File: src/hdl/hckd_pkg.sv
// types, constants and helpers shared by the chord key decoder
`default_nettype none
package hckd_pkg;

    localparam int KEY_W      = 10;
    localparam int APB_ADDR_W = 5;
    localparam int APB_DATA_W = 32;

    typedef logic [KEY_W-1:0] key_t;

    localparam logic [1:0] VAL_RELEASE = 2'd0;
    localparam logic [1:0] VAL_PRESS   = 2'd1;
    localparam logic [1:0] VAL_REPEAT  = 2'd2;

    localparam logic KIND_TUNE   = 1'b0;
    localparam logic KIND_BUTTON = 1'b1;

    localparam logic signed [1:0] STEP_NONE = 2'sd0;
    localparam logic signed [1:0] STEP_UP   = 2'sd1;
    localparam logic signed [1:0] STEP_DOWN = -2'sd1;

    localparam logic ACT_RELEASE = 1'b0;
    localparam logic ACT_PRESS   = 1'b1;

    localparam logic [2:0] REG_VOL_UP    = 3'd0;
    localparam logic [2:0] REG_VOL_DOWN  = 3'd1;
    localparam logic [2:0] REG_LEFT_CTRL = 3'd2;
    localparam logic [2:0] REG_RIGHT_CTRL = 3'd3;
    localparam logic [2:0] REG_PREV_SONG = 3'd4;

    typedef struct packed {
        key_t vol_up;
        key_t vol_down;
        key_t left_ctrl;
        key_t right_ctrl;
        key_t prev_song;
    } cfg_t;

    typedef struct packed {
        logic              kind;
        logic signed [1:0] step;
        key_t              code;
        logic              chord;
        logic              prev;
        logic              action;
    } res_t;

    typedef struct packed {
        logic [1:0] n;
        res_t       r1;
        res_t       r0;
    } job_t;

    function automatic res_t mk_tune(input logic signed [1:0] step);
        res_t r;
        r        = '0;
        r.kind   = KIND_TUNE;
        r.step   = step;
        return r;
    endfunction

    function automatic res_t mk_button(input key_t code, input logic chord,
                                       input logic prev, input logic action);
        res_t r;
        r        = '0;
        r.kind   = KIND_BUTTON;
        r.step   = STEP_NONE;
        r.code   = code;
        r.chord  = chord;
        r.prev   = prev;
        r.action = action;
        return r;
    endfunction

endpackage
`default_nettype wire

File: src/hdl/hckd_front.sv
// front end: classifies key events, keeps chord state, builds result jobs
`default_nettype none
module hckd_front
    import hckd_pkg::*;
(
    input  wire logic       aclk,
    input  wire logic       aresetn,
    input  wire cfg_t       cfg,
    input  wire logic       in_fire,
    input  wire key_t       key_code,
    input  wire logic [1:0] key_value,
    output logic            push,
    output job_t            job
);

    logic ctrl_held_reg,   ctrl_held_next;
    logic chord_valid_reg, chord_valid_next;
    key_t chord_key_reg,   chord_key_next;
    logic prev_chord_reg,  prev_chord_next;
    logic swal_valid_reg,  swal_valid_next;
    key_t swal_key_reg,    swal_key_next;
    logic swal_prev_reg,   swal_prev_next;

    logic is_press, is_release, is_repeat, latched;

    assign is_press   = (key_value == VAL_PRESS);
    assign is_release = (key_value == VAL_RELEASE);
    assign is_repeat  = (key_value == VAL_REPEAT);
    assign latched    = swal_valid_reg && (swal_key_reg == key_code);

    always_comb begin
        ctrl_held_next   = ctrl_held_reg;
        chord_valid_next = chord_valid_reg;
        chord_key_next   = chord_key_reg;
        prev_chord_next  = prev_chord_reg;
        swal_valid_next  = swal_valid_reg;
        swal_key_next    = swal_key_reg;
        swal_prev_next   = swal_prev_reg;
        job              = '0;

        if (key_code == cfg.vol_up) begin
            if (is_press || is_repeat) begin
                job.n  = 2'd1;
                job.r0 = mk_tune(STEP_UP);
            end
        end else if (key_code == cfg.vol_down) begin
            if (is_press || is_repeat) begin
                job.n  = 2'd1;
                job.r0 = mk_tune(STEP_DOWN);
            end
        end else if (key_code == cfg.left_ctrl || key_code == cfg.right_ctrl) begin
            ctrl_held_next = !is_release;
            if (is_release) begin
                if (chord_valid_reg) begin
                    job.n  = 2'd1;
                    job.r0 = mk_button(chord_key_reg, 1'b1, prev_chord_reg, ACT_RELEASE);
                end
                chord_valid_next = 1'b0;
                chord_key_next   = '0;
                prev_chord_next  = 1'b0;
            end
        end else if (key_code == cfg.prev_song) begin
            if (ctrl_held_reg) begin
                if (is_press) begin
                    prev_chord_next = 1'b1;
                    swal_prev_next  = 1'b1;
                end else if (is_release) begin
                    swal_prev_next  = 1'b0;
                end
            end else if (swal_prev_reg && is_release) begin
                swal_prev_next = 1'b0;
            end else if (swal_prev_reg && is_repeat) begin
                swal_prev_next = swal_prev_reg;
            end else if (is_release || is_press) begin
                job.n  = 2'd1;
                job.r0 = mk_button(key_code, 1'b0, 1'b0, key_value[0]);
            end
        end else if (!ctrl_held_reg) begin
            if (latched && is_release) begin
                swal_valid_next = 1'b0;
                swal_key_next   = '0;
            end else if (latched && is_repeat) begin
                swal_valid_next = swal_valid_reg;
            end else if (is_release || is_press) begin
                job.n  = 2'd1;
                job.r0 = mk_button(key_code, 1'b0, 1'b0, key_value[0]);
            end
        end else if (is_press) begin
            chord_valid_next = 1'b1;
            chord_key_next   = key_code;
            swal_valid_next  = 1'b1;
            swal_key_next    = key_code;
            if (chord_valid_reg && chord_key_reg != key_code) begin
                job.n  = 2'd2;
                job.r0 = mk_button(chord_key_reg, 1'b1, prev_chord_reg, ACT_RELEASE);
                job.r1 = mk_button(key_code, 1'b1, prev_chord_reg, ACT_PRESS);
            end else begin
                job.n  = 2'd1;
                job.r0 = mk_button(key_code, 1'b1, prev_chord_reg, ACT_PRESS);
            end
        end else if (is_release) begin
            if (chord_valid_reg && chord_key_reg == key_code) begin
                job.n            = 2'd1;
                job.r0           = mk_button(key_code, 1'b1, prev_chord_reg, ACT_RELEASE);
                chord_valid_next = 1'b0;
                chord_key_next   = '0;
                prev_chord_next  = 1'b0;
            end
            if (latched) begin
                swal_valid_next = 1'b0;
                swal_key_next   = '0;
            end
        end
    end

    assign push = in_fire && (job.n != 2'd0);

    always_ff @(posedge aclk) begin
        if (!aresetn) begin
            ctrl_held_reg   <= 1'b0;
            chord_valid_reg <= 1'b0;
            chord_key_reg   <= '0;
            prev_chord_reg  <= 1'b0;
            swal_valid_reg  <= 1'b0;
            swal_key_reg    <= '0;
            swal_prev_reg   <= 1'b0;
        end else if (in_fire) begin
            ctrl_held_reg   <= ctrl_held_next;
            chord_valid_reg <= chord_valid_next;
            chord_key_reg   <= chord_key_next;
            prev_chord_reg  <= prev_chord_next;
            swal_valid_reg  <= swal_valid_next;
            swal_key_reg    <= swal_key_next;
            swal_prev_reg   <= swal_prev_next;
        end
    end

    a_chord_needs_ctrl: assert property (@(posedge aclk) disable iff (!aresetn)
        chord_valid_reg |-> ctrl_held_reg)
        else $error("chord key tracked without ctrl held");

    a_swallow_key_clear: assert property (@(posedge aclk) disable iff (!aresetn)
        !swal_valid_reg |-> (swal_key_reg == '0))
        else $error("swallow key left over after disarm");

    a_job_count: assert property (@(posedge aclk) disable iff (!aresetn)
        push |-> (job.n == 2'd1 || job.n == 2'd2))
        else $error("bad result count in job");

endmodule
`default_nettype wire

File: src/hdl/hckd_queue.sv
// short job queue between front and back end
`default_nettype none
module hckd_queue
    import hckd_pkg::*;
#(
    parameter int DEPTH = 4
) (
    input  wire logic aclk,
    input  wire logic aresetn,
    input  wire logic push,
    input  wire job_t push_job,
    output logic      ready,
    input  wire logic pop,
    output logic      head_valid,
    output job_t      head_job
);

    localparam int PTR_W = (DEPTH > 1) ? $clog2(DEPTH) : 1;
    localparam int CNT_W = $clog2(DEPTH + 1);
    localparam logic [PTR_W-1:0] PTR_LAST = PTR_W'(DEPTH - 1);
    localparam logic [CNT_W-1:0] CNT_FULL = CNT_W'(DEPTH);

    job_t             mem_reg [DEPTH];
    logic [PTR_W-1:0] wr_ptr_reg, rd_ptr_reg;
    logic [CNT_W-1:0] count_reg, count_next;

    assign ready      = (count_reg != CNT_FULL);
    assign head_valid = (count_reg != '0);
    assign head_job   = mem_reg[rd_ptr_reg];

    always_comb begin
        count_next = count_reg;
        if (push && !pop) count_next = count_reg + 1'b1;
        else if (pop && !push) count_next = count_reg - 1'b1;
    end

    always_ff @(posedge aclk) begin
        if (!aresetn) begin
            wr_ptr_reg <= '0;
            rd_ptr_reg <= '0;
            count_reg  <= '0;
        end else begin
            count_reg <= count_next;
            if (push) wr_ptr_reg <= (wr_ptr_reg == PTR_LAST) ? '0 : wr_ptr_reg + 1'b1;
            if (pop)  rd_ptr_reg <= (rd_ptr_reg == PTR_LAST) ? '0 : rd_ptr_reg + 1'b1;
        end
    end

    always_ff @(posedge aclk) begin
        if (push) mem_reg[wr_ptr_reg] <= push_job;
    end

endmodule
`default_nettype wire

File: src/hdl/hckd_back.sv
// back end: unrolls each job into one or two result beats behind an output register
`default_nettype none
module hckd_back
    import hckd_pkg::*;
(
    input  wire logic aclk,
    input  wire logic aresetn,
    input  wire logic head_valid,
    input  wire job_t head_job,
    output logic      pop,
    output logic      out_valid,
    input  wire logic out_ready,
    output res_t      out_res,
    output logic      out_last
);

    logic idx_reg;
    logic valid_reg;
    res_t res_reg;
    logic last_reg;
    logic load, is_last;

    assign load    = head_valid && (!valid_reg || out_ready);
    assign is_last = idx_reg || (head_job.n == 2'd1);
    assign pop     = load && is_last;

    always_ff @(posedge aclk) begin
        if (!aresetn) begin
            valid_reg <= 1'b0;
            idx_reg   <= 1'b0;
        end else begin
            if (load) begin
                valid_reg <= 1'b1;
                idx_reg   <= !is_last;
            end else if (out_ready) begin
                valid_reg <= 1'b0;
            end
        end
    end

    always_ff @(posedge aclk) begin
        if (load) begin
            res_reg  <= idx_reg ? head_job.r1 : head_job.r0;
            last_reg <= is_last;
        end
    end

    assign out_valid = valid_reg;
    assign out_res   = res_reg;
    assign out_last  = last_reg;

    a_second_has_head: assert property (@(posedge aclk) disable iff (!aresetn)
        idx_reg |-> head_valid)
        else $error("second result pending without a queued job");

    a_second_needs_pair: assert property (@(posedge aclk) disable iff (!aresetn)
        idx_reg |-> (head_job.n == 2'd2))
        else $error("second result pending on a single-result job");

    a_tune_fields: assert property (@(posedge aclk) disable iff (!aresetn)
        (valid_reg && res_reg.kind == KIND_TUNE) |->
            (res_reg.code == '0 && !res_reg.chord && !res_reg.action))
        else $error("tune step carries button fields");

endmodule
`default_nettype wire

File: src/hdl/hid_chord_key_decoder_core.sv
// top level of the chord key decoder: config registers, front end, queue, back end
//
// s_ channel: one beat per key event, s_tdata = key_code[9:0], key_value[11:10].
// m_ channel: one beat per decoded event; an input beat gives zero, one or two
//   result beats, m_tlast marks the last one belonging to that input.
//   m_tuser = event_kind (0 tune step, 1 button); m_tdata holds tune_step,
//   button_code, is_chord, with_prev_song and button_action.
// apb port: five 10-bit key code registers at byte addresses 0,4,8,12,16
//   (volume up, volume down, left ctrl, right ctrl, previous song);
//   pready is tied high. Write only while the block is idle.
// The job of an accepted input beat enters the queue at the accepting edge; the queue
//   head then loads the output register, which offers the first result beat.
// Throughput: one input beat per cycle while each gives at most one result and
//   m_tready stays high; a two-result input keeps its job at the queue head until
//   both result beats are loaded, the queue absorbs the slip. The back end issues
//   one result beat per cycle while m_tready is high.
// Reset clears chord state, the queue and the output register and reloads
//   the default key codes. When m_tready is low the output beat is held and
//   the queue fills; s_tready drops once QUEUE_DEPTH jobs are waiting.
`default_nettype none
module hid_chord_key_decoder_core
    import hckd_pkg::*;
#(
    parameter int QUEUE_DEPTH = 4
) (
    input  wire logic                  aclk,
    input  wire logic                  aresetn,
    input  wire logic                  s_tvalid,
    output logic                       s_tready,
    input  wire logic [15:0]           s_tdata,  // key_code[9:0], key_value[11:10]
    output logic                       m_tvalid,
    input  wire logic                  m_tready,
    output logic [15:0]                m_tdata,  // tune_step[1:0], button_code[11:2],
                                                 // is_chord[12], with_prev_song[13],
                                                 // button_action[14]
    output logic                       m_tuser,  // event_kind
    output logic                       m_tlast,
    input  wire logic                  psel,
    input  wire logic                  penable,
    input  wire logic                  pwrite,
    input  wire logic [APB_ADDR_W-1:0] paddr,
    input  wire logic [APB_DATA_W-1:0] pwdata,
    output logic [APB_DATA_W-1:0]      prdata,
    output logic                       pready
);

    cfg_t       cfg_reg;
    logic       cfg_wr;
    logic [2:0] reg_idx;
    logic       in_fire, push, pop, q_ready, head_valid;
    job_t       job, head_job;
    res_t       out_res;

    assign pready  = 1'b1;
    assign cfg_wr  = psel && penable && pwrite && pready;
    assign reg_idx = paddr[4:2];

    always_ff @(posedge aclk) begin
        if (!aresetn) begin
            cfg_reg.vol_up     <= KEY_W'(115);
            cfg_reg.vol_down   <= KEY_W'(114);
            cfg_reg.left_ctrl  <= KEY_W'(29);
            cfg_reg.right_ctrl <= KEY_W'(97);
            cfg_reg.prev_song  <= KEY_W'(165);
        end else if (cfg_wr) begin
            case (reg_idx)
                REG_VOL_UP:     cfg_reg.vol_up     <= pwdata[KEY_W-1:0];
                REG_VOL_DOWN:   cfg_reg.vol_down   <= pwdata[KEY_W-1:0];
                REG_LEFT_CTRL:  cfg_reg.left_ctrl  <= pwdata[KEY_W-1:0];
                REG_RIGHT_CTRL: cfg_reg.right_ctrl <= pwdata[KEY_W-1:0];
                REG_PREV_SONG:  cfg_reg.prev_song  <= pwdata[KEY_W-1:0];
                default: ;
            endcase
        end
    end

    always_comb begin
        unique case (reg_idx)
            REG_VOL_UP:     prdata = APB_DATA_W'(cfg_reg.vol_up);
            REG_VOL_DOWN:   prdata = APB_DATA_W'(cfg_reg.vol_down);
            REG_LEFT_CTRL:  prdata = APB_DATA_W'(cfg_reg.left_ctrl);
            REG_RIGHT_CTRL: prdata = APB_DATA_W'(cfg_reg.right_ctrl);
            REG_PREV_SONG:  prdata = APB_DATA_W'(cfg_reg.prev_song);
            default:        prdata = '0;
        endcase
    end

    assign s_tready = q_ready;
    assign in_fire  = s_tvalid && q_ready;

    hckd_front u_front (
        .aclk      (aclk),
        .aresetn   (aresetn),
        .cfg       (cfg_reg),
        .in_fire   (in_fire),
        .key_code  (s_tdata[9:0]),
        .key_value (s_tdata[11:10]),
        .push      (push),
        .job       (job)
    );

    hckd_queue #(
        .DEPTH (QUEUE_DEPTH)
    ) u_queue (
        .aclk       (aclk),
        .aresetn    (aresetn),
        .push       (push),
        .push_job   (job),
        .ready      (q_ready),
        .pop        (pop),
        .head_valid (head_valid),
        .head_job   (head_job)
    );

    hckd_back u_back (
        .aclk       (aclk),
        .aresetn    (aresetn),
        .head_valid (head_valid),
        .head_job   (head_job),
        .pop        (pop),
        .out_valid  (m_tvalid),
        .out_ready  (m_tready),
        .out_res    (out_res),
        .out_last   (m_tlast)
    );

    assign m_tuser = out_res.kind;
    assign m_tdata = {1'b0, out_res.action, out_res.prev, out_res.chord,
                      out_res.code, out_res.step};

endmodule
`default_nettype wire

File: config.mk
export PLATFORM = sky130hd
export DESIGN_NAME = hid_chord_key_decoder_core
export DESIGN_NICKNAME = d
export VERILOG_FILES = /design/src/hdl/hckd_pkg.sv /design/src/hdl/hckd_front.sv /design/src/hdl/hckd_queue.sv /design/src/hdl/hckd_back.sv /design/src/hdl/hid_chord_key_decoder_core.sv
export SDC_FILE = /design/constraint.sdc
export NUM_CORES = 1
export LEC_CHECK = 0
export BUFFER_PORTS_ARGS = -buffer_cell sky130_fd_sc_hd__clkbuf_2
export CAP_MARGIN = 25
export CORE_MARGIN = 5
export CORE_UTILIZATION = 35
export CTS_CLUSTER_DIAMETER = 60
export DETAILED_ROUTE_END_ITERATION = 16
export GPL_TIMING_DRIVEN = 0
export PLACE_DENSITY_LB_ADDON = 0.3
export SLEW_MARGIN = 20
export SYNTH_ARGS = -nofsm -noshare
export SYNTH_HDL_FRONTEND = slang
export SYNTH_SLANG_ARGS = --single-unit
File: constraint.sdc
create_clock -name aclk -period 3.8 [get_ports aclk]
set_clock_uncertainty 0.05 [all_clocks]
set_input_delay 0.57 -clock aclk [delete_from_list [all_inputs] [get_ports aclk]]
set_output_delay 0.57 -clock aclk [all_outputs]
set_load 0.01 [all_outputs]
==> Yosys cells after proc, flatten, opt, wreduce, memory -nomap -nowiden <==
Memories as Yosys holds them, arrays and structs flattened. A register that Yosys moved wholly into a read port is not among the register bits.
Cells that the tools add are included.
{ "op_classes": {"n_reduce_logical": 48, "eq_ne": 24, "bitwise_logic": 4, "mux": 89, "addsub": 4} }
{ "op_table": {"columns": ["op", "n"], "rows": [
  ["two-way mux 16 bit", 24],
  ["two-way mux 10 bit", 12],
  ["== test 10 bit", 7],
  ["case mux 10 bit (5 select lines)", 1],
  ["two-way mux 2 bit", 18],
  ["two-way mux 1 bit", 29],
  ["AND reduction 8 bit", 2],
  ["nonzero test 2 bit", 8],
  ["logical AND 1 bit", 15],
  ["two-way mux 15 bit", 1],
  ["two-way mux 14 bit", 1],
  ["two-way mux 13 bit", 1],
  ["!= test 3 bit, second input constant", 4],
  ["!= test 10 bit", 1],
  ["AND reduction 2 bit", 5],
  ["AND reduction 9 bit", 1],
  ["nonzero test 3 bit", 3],
  ["AND reduction 7 bit", 1],
  ["== test 2 bit, second input constant", 3],
  ["== test 3 x 2 -> 1 bit, second input constant", 2],
  ["two-way mux 3 bit", 2],
  ["zero test 1 bit", 5],
  ["logical OR 1 bit", 5],
  ["adder 2 x 1 -> 2 bit, second input constant", 2],
  ["11 further kinds", 16]
]} }
{ "totals": {"mem_bits_rw": 136, "n_memories": 1, "elab_cells": 194, "inputBits": 60, "out_inout_bits": 53, "register_bits": 101} }
{ "mem_list": {"columns": ["memory", "words", "width", "rd", "rd_clocked_by_memory_dff", "wr", "line_no", "rtl"], "rows": [
  ["u_queue.mem_reg", 4, 34, 1, 1, 1, "hckd_queue.sv:23", "job_t mem_reg [DEPTH];"]
]} }

==> Depth between registers and ports, before layout <==
{ "logic_depth": {"depth_word": 16, "mapped_depth": 16, "depth_no_buf": 15} }

==> By module <==
A second synthesis with hierarchy kept.
{ "unflattened": {"hier_cells": 857, "area_unflattened_um2": 11504.8} }
{ "by_module_without_submodules": {"columns": ["mod", "area_per_inst_um2", "seq_area_each_um2", "instances", "cells_per_inst"], "rows": [
  ["hckd_queue", 5413.9, 4264.1, 1, 223],
  ["hckd_front", 2675.1, 500.5, 1, 318],
  ["hid_chord_key_decoder_core", 2561.2, 1001.0, 1, 267],
  ["hckd_back", 854.6, 550.5, 1, 49]
]} }

==> Worst setup path before layout <==
No wires, ideal clock.
{ "synth_path": {"path_type": "input to register", "startpoint": "input port s_tdata[9]", "endpoint": "register u_queue.count_reg[2]", "setup_time_ns": 0.070, "path_buffers": 1, "required_ns": 3.680, "t_arrival_ns": 3.399, "slack_ns": 0.281, "path_stages": 14, "path_cell_list": "buf_4 xor2_1 nor4_1 nand4_1 a21o_1 and2_1 o32a_4 inv_2 ha_1 inv_1 fa_1 xor2_1 or3_1 a21oi_1"} }
{ "synth_between": {"elab_chain_cells": 15, "word_cells_on_any_way": 32, "cone_classes": "8 x eq/ne; 12 x mux; 12 x reduce/logical"} }
{ "synth_rtl": {"columns": ["item", "line_no", "rtl"], "rows": [
  ["from (decl)", "hid_chord_key_decoder_core.sv:30", "input wire logic [15:0] s_tdata,"],
  ["== test 10 bit (on tied branches)", "hckd_front.sv:102, hckd_front.sv:29", null],
  ["logical AND 1 bit (on tied branches)", "hckd_front.sv:102, hckd_front.sv:29", null],
  ["two-way mux 1 bit / logical AND 1 bit (equally long branches)", "hckd_front.sv:102, hckd_front.sv:82", null],
  ["two-way mux 2 bit (on tied branches)", "hckd_front.sv:101, hckd_front.sv:82", null],
  ["two-way mux 2 bit (on tied branches)", "hckd_front.sv:88, hckd_front.sv:79", null],
  ["two-way mux 2 bit", "hckd_front.sv:78", "end else if (!ctrl_held_reg) begin"],
  ["two-way mux 2 bit", "hckd_front.sv:62", "end else if (key_code == cfg.prev_song) begin"],
  ["two-way mux 2 bit", "hckd_front.sv:51", "end else if (key_code == cfg.left_ctrl || key_code == cfg.right_ctrl) begin"],
  ["two-way mux 2 bit", "hckd_front.sv:46", "end else if (key_code == cfg.vol_down) begin"],
  ["two-way mux 2 bit *", "hckd_front.sv:41", "if (key_code == cfg.vol_up) begin"],
  ["nonzero test 2 bit *", "hckd_front.sv:116", "assign push = in_fire && (job.n != 2'd0);"],
  ["logical AND 1 bit *", "hckd_front.sv:116", null],
  ["named net push", "hid_chord_key_decoder_core.sv:50", "logic in_fire, push, pop, q_ready, head_valid;"],
  ["zero test 1 bit", "hckd_queue.sv:34", "else if (pop && !push) count_next = count_reg - 1'b1;"],
  ["logical AND 1 bit", "hckd_queue.sv:34", null],
  ["nonzero test 2 bit (no source line)", null, null],
  ["to (signal assigned)", "hckd_queue.sv:43", "count_reg <= count_next;"],
  ["to (decl)", "hckd_queue.sv:25", "logic [CNT_W-1:0] count_reg, count_next;"]
]} }
The timed path passes the listed nets; every way through them passes the cells marked *.
A chain may end at the register's enable or synchronous reset.

==> Worst setup path in the final report <==
{ "layout_path": {"startpoint": "register cfg_reg[29] (netlist name)", "endpoint": "register u_queue.count_reg[2]"} }
{ "layout_between": {"elab_chain_cells": 10, "word_cells_on_any_way": 12, "cone_classes": "1 x eq/ne; 4 x mux; 7 x reduce/logical"} }
{ "layout_rtl": {"columns": ["item", "line_no", "rtl"], "rows": [
  ["from (decl)", "hid_chord_key_decoder_core.sv:47", "cfg_t cfg_reg;"],
  ["== test 10 bit *", "hckd_front.sv:51", null],
  ["logical OR 1 bit *", "hckd_front.sv:51", null],
  ["two-way mux 2 bit *", "hckd_front.sv:51", null],
  ["two-way mux 2 bit *", "hckd_front.sv:46", null],
  ["two-way mux 2 bit *", "hckd_front.sv:41", null],
  ["nonzero test 2 bit *", "hckd_front.sv:116", null],
  ["logical AND 1 bit *", "hckd_front.sv:116", null],
  ["named net push", "hid_chord_key_decoder_core.sv:50", null],
  ["zero test 1 bit", "hckd_queue.sv:34", null],
  ["logical AND 1 bit", "hckd_queue.sv:34", null],
  ["nonzero test 2 bit (no source line)", null, null]
]} }
Marks and branches as above.

==> impl_metrics.tcl <==
set metrics [dict create \
    floorplan.core_area_um2 28500 \
    final.setup.worst_slack_ns 0.158 \
    detail_route.wl_per_cell_um 17.3 \
    synth-async-reset-ratio 0 \
    grt_setup_unrepaired "false" \
    crit_chain "xor2_1, nor4_1, nand4_1, a21o_1, and2_1, o32a_4, inv_2, ha_1, inv_1, fa_1, xor2_1, or3_1, a21oi_1" \
    weighted_congestion_at_the_end_of_routability_driven_global_placement 0.836 \
    max_ffs_per_register 116 \
    vias 6532 \
    final_max_slew_viol_count 0 \
    worstSetupPathType "reg2reg" \
    final_min_period_over_clock_period 0.958 \
    design.die.area_um2 32200 \
    cts_htree_levels 1 \
    dpl_worst_slack_ns -0.332 \
    die_w_um 179 \
    floorplan.die.height_um 179 \
    timing.slew.headroom 0.369 \
    remaining_drc_errors 0 \
    min-delay-path-class "in2reg" \
    run_status "complete, no violations" \
    syn-instance-count 855 \
    power_per_cell_area_nw_per_um2 530 \
    grt_antenna_before_repair 0 \
    detail_route.first_pass.iterations 5 \
    cp_slowest_stage_delay_ns 0.47 \
    syn-cell-area_um2 10000 \
    initial_utilization 0.352 \
    grt_use_total 0.147 \
    p_leak_nw 4.39 \
    cts_buffers 26 \
    final_nets 1033 \
    grt_overflow 0 \
    dp.cells 1315 \
    first_iter_violations 374 \
    routed_wl_mm 23.6 \
    share_of_the_yosys_chip_area_belonging_to_registers 0.569 \
    post_drt_via_cell_ratio 4.78 \
    total_power_mw 6.27 \
    warnings_synthesis 0 \
    cts_tree "built" \
    synth_top_flop_cell "edfxtp_1" \
    period_needed_ns 3.64 \
    critPathMaxFanout 5 \
    most_numerous_cell_on_the_critical_path "xor2_1" \
    grt_max_degree 19 \
    std_cell_rows 62 \
    post_synth_num_cell_types 57 \
    finish.cell_count_without_fillers 1366 \
    vias_in_the_first_global_route 6472 \
    design.portCount 113 \
    antenna_cells 0 \
    max_freq_mhz 275 \
    drive_above_1_share 0.201 \
    worst_hold_slack_ns 0.281 \
    timing_worst_slew_pin_value_ns 0.939 \
    holdBufCountCts 0 \
    required_ns 4.20 \
    clkSlewWorstSetupHoldPaths_ns 0.06 \
    detail-route-antenna-nets 0 \
    worst_path_max_delay_cell "nor4_1" \
    synth_enable_flop_cells 133 \
    clock_path_buffers 3 \
    cts_sinks 219 \
    area_delta_synth_final_pct 17.9 \
    grt_first_pass_wirelength_mm 36.8 \
    critPathCaptureType "flop" \
    synth_seq_cells 219 \
    drv_cap 0 \
    final_hold_viol_count 0 \
    detailed_place_hpwl_mm 17.0 \
    port-buffer-count 48 \
    start_kind "flop" \
    worst-endpoint-arrival_ns 4.05 \
    syn-mean-instance-area_um2 11.7 \
    ir_drop_uv 350 \
    latest_clock_arrival_within_the_worst_skew_pair_ns 0.54 \
    setup_viol 0 \
    finalCoreUtilization 0.415 \
    clockRootBuffer "clkbuf_16" \
]
-- per-layer routing --
metal / global-route usage / routed length (µm)
met5: 0 / 0
met1: 0.201 / 10600
met3: 0.0239 / 1150
met4: 0.0390 / 522
met2: 0.246 / 11400
-- through the flow --
stage	area [µm²]	setup TNS (ns)
3_3_place_gp	10800	-71.20
2_1_floorplan	10100	0
3_5_place_dp	11000	-0.334
5_1_grt	11800	0
4_1_cts	11800	0
6_report	11800	0
-- critical path, delay by kind of cell (launching register included) --
family	cells	cell delay [ns]
flip-flops	1	0.33
XOR/XNOR	2	0.35
AO/OA/AOI/OAI	3	0.76
AND/OR/NAND/NOR	4	1.31
buffers and inverters	2	0.16
adder cells (fa/ha/maj)	2	0.61
-- kinds of logic (layout without fill, tap and decap cells) --
group	count (synthesis)	in the layout	share of synthesized area
other	2	24	0.000748
muxes	64	64	0.102
DFF	219	219	0.569
xor gates and xnor gates	72	72	0.0658
adders and majority gates	11	11	0.0145
buffers and inverters	102	207	0.0535
and+or+nand+nor	275	275	0.124
AOI/OAI and AO/OA	110	110	0.0699
-- final timing paths --
check / end / cells past startpoint / startpoint / slack [ns]
setup reg to reg: u_queue.count_reg[2] / 13 / cfg_reg[29] / 0.16
setup / recovery: u_queue.count_reg[2] / 13 / cfg_reg[29] / 0.16
hold / removal: u_back.out_valid / 4 / m_tready / 0.28
hold reg to reg: u_front.swal_prev_reg / 2 / u_front.swal_prev_reg / 0.42
-- timing repair --
item / CTS / global route
endpoints found under the setup margin: 0 / 1
gates resized for setup: 0 / 3
buffers inserted: 0 / 3
-- final cells by class --
cell class / instances / area, µm²
Fill cell: 2746 / 16700
Sequential cell: 219 / 5720
Multi-Input combinational cell: 556 / 3900
Clock buffer: 34 / 701
Tap cell: 384 / 480
Buffer: 67 / 405
Timing Repair Buffer: 57 / 392
Inverter: 35 / 131
Clock inverter: 14 / 115
-- power breakdown --
part / switching (mW) / internal [mW] / total [mW]
sequential: 0.0629 / 2.75 / 2.81
combinational: 0.627 / 0.480 / 1.11
clock: 0.985 / 1.37 / 2.36
total: 1.67 / 4.60 / 6.27
-- layout by cell type, fill, tap and decap left out, types with 6 or more instances in the layout --
cell | netlist | final
clkbuf_16 | 0 | 26
nand4_1 | 10 | 10
mux2i_1 | 24 | 24
xnor2_1 | 34 | 34
ha_1 | 10 | 10
mux4_2 | 30 | 30
mux2_2 | 10 | 10
conb_1 | 2 | 24
dfxtp_1 | 86 | 86
nor3_1 | 6 | 6
buf_2 | 6 | 6
nand2_1 | 156 | 155
nand3_1 | 22 | 22
nor4_1 | 10 | 8
buf_6 | 5 | 6
inv_1 | 31 | 31
a21oi_1 | 37 | 36
buf_4 | 29 | 33
and2_1 | 21 | 17
nor2_1 | 31 | 31
xor2_1 | 34 | 34
clkbuf_1 | 23 | 29
clkinv_1 | 2 | 8
edfxtp_1 | 133 | 133
clkbuf_2 | 0 | 48
o22ai_1 | 10 | 10
a22oi_1 | 19 | 19
o21ai_1 | 21 | 21
-- synthesized netlist by cell type, types with 2 or more instances --
library cell | count | area, µm²
nand2_1 | 156 | 586
edfxtp_1 | 133 | 3990
dfxtp_1 | 86 | 1720
a21oi_1 | 37 | 185
xnor2_1 | 34 | 298
xor2_1 | 34 | 298
inv_1 | 31 | 116
nor2_1 | 31 | 116
mux4_2 | 30 | 676
buf_4 | 29 | 218
mux2i_1 | 24 | 240
clkbuf_1 | 23 | 86.3
nand3_1 | 22 | 110
and2_1 | 21 | 131
o21ai_1 | 21 | 105
a22oi_1 | 19 | 143
ha_1 | 10 | 125
mux2_2 | 10 | 113
nand4_1 | 10 | 62.6
nor4_1 | 10 | 62.6
o22ai_1 | 10 | 62.6
buf_2 | 6 | 30.0
nor3_1 | 6 | 30.0
buf_6 | 5 | 56.3
buf_1 | 4 | 15.0
or3_1 | 4 | 25.0
xnor2_2 | 4 | 65.1
a211oi_1 | 3 | 22.5
and4_1 | 3 | 26.3
nor2b_1 | 3 | 18.8
o21ai_0 | 3 | 15.0
o31ai_1 | 3 | 22.5
clkinv_1 | 2 | 7.51
conb_1 | 2 | 7.51
inv_2 | 2 | 7.51
o211ai_1 | 2 | 15.0
or2_2 | 2 | 12.5
Note: power is estimated with default switching activity, not from simulation.
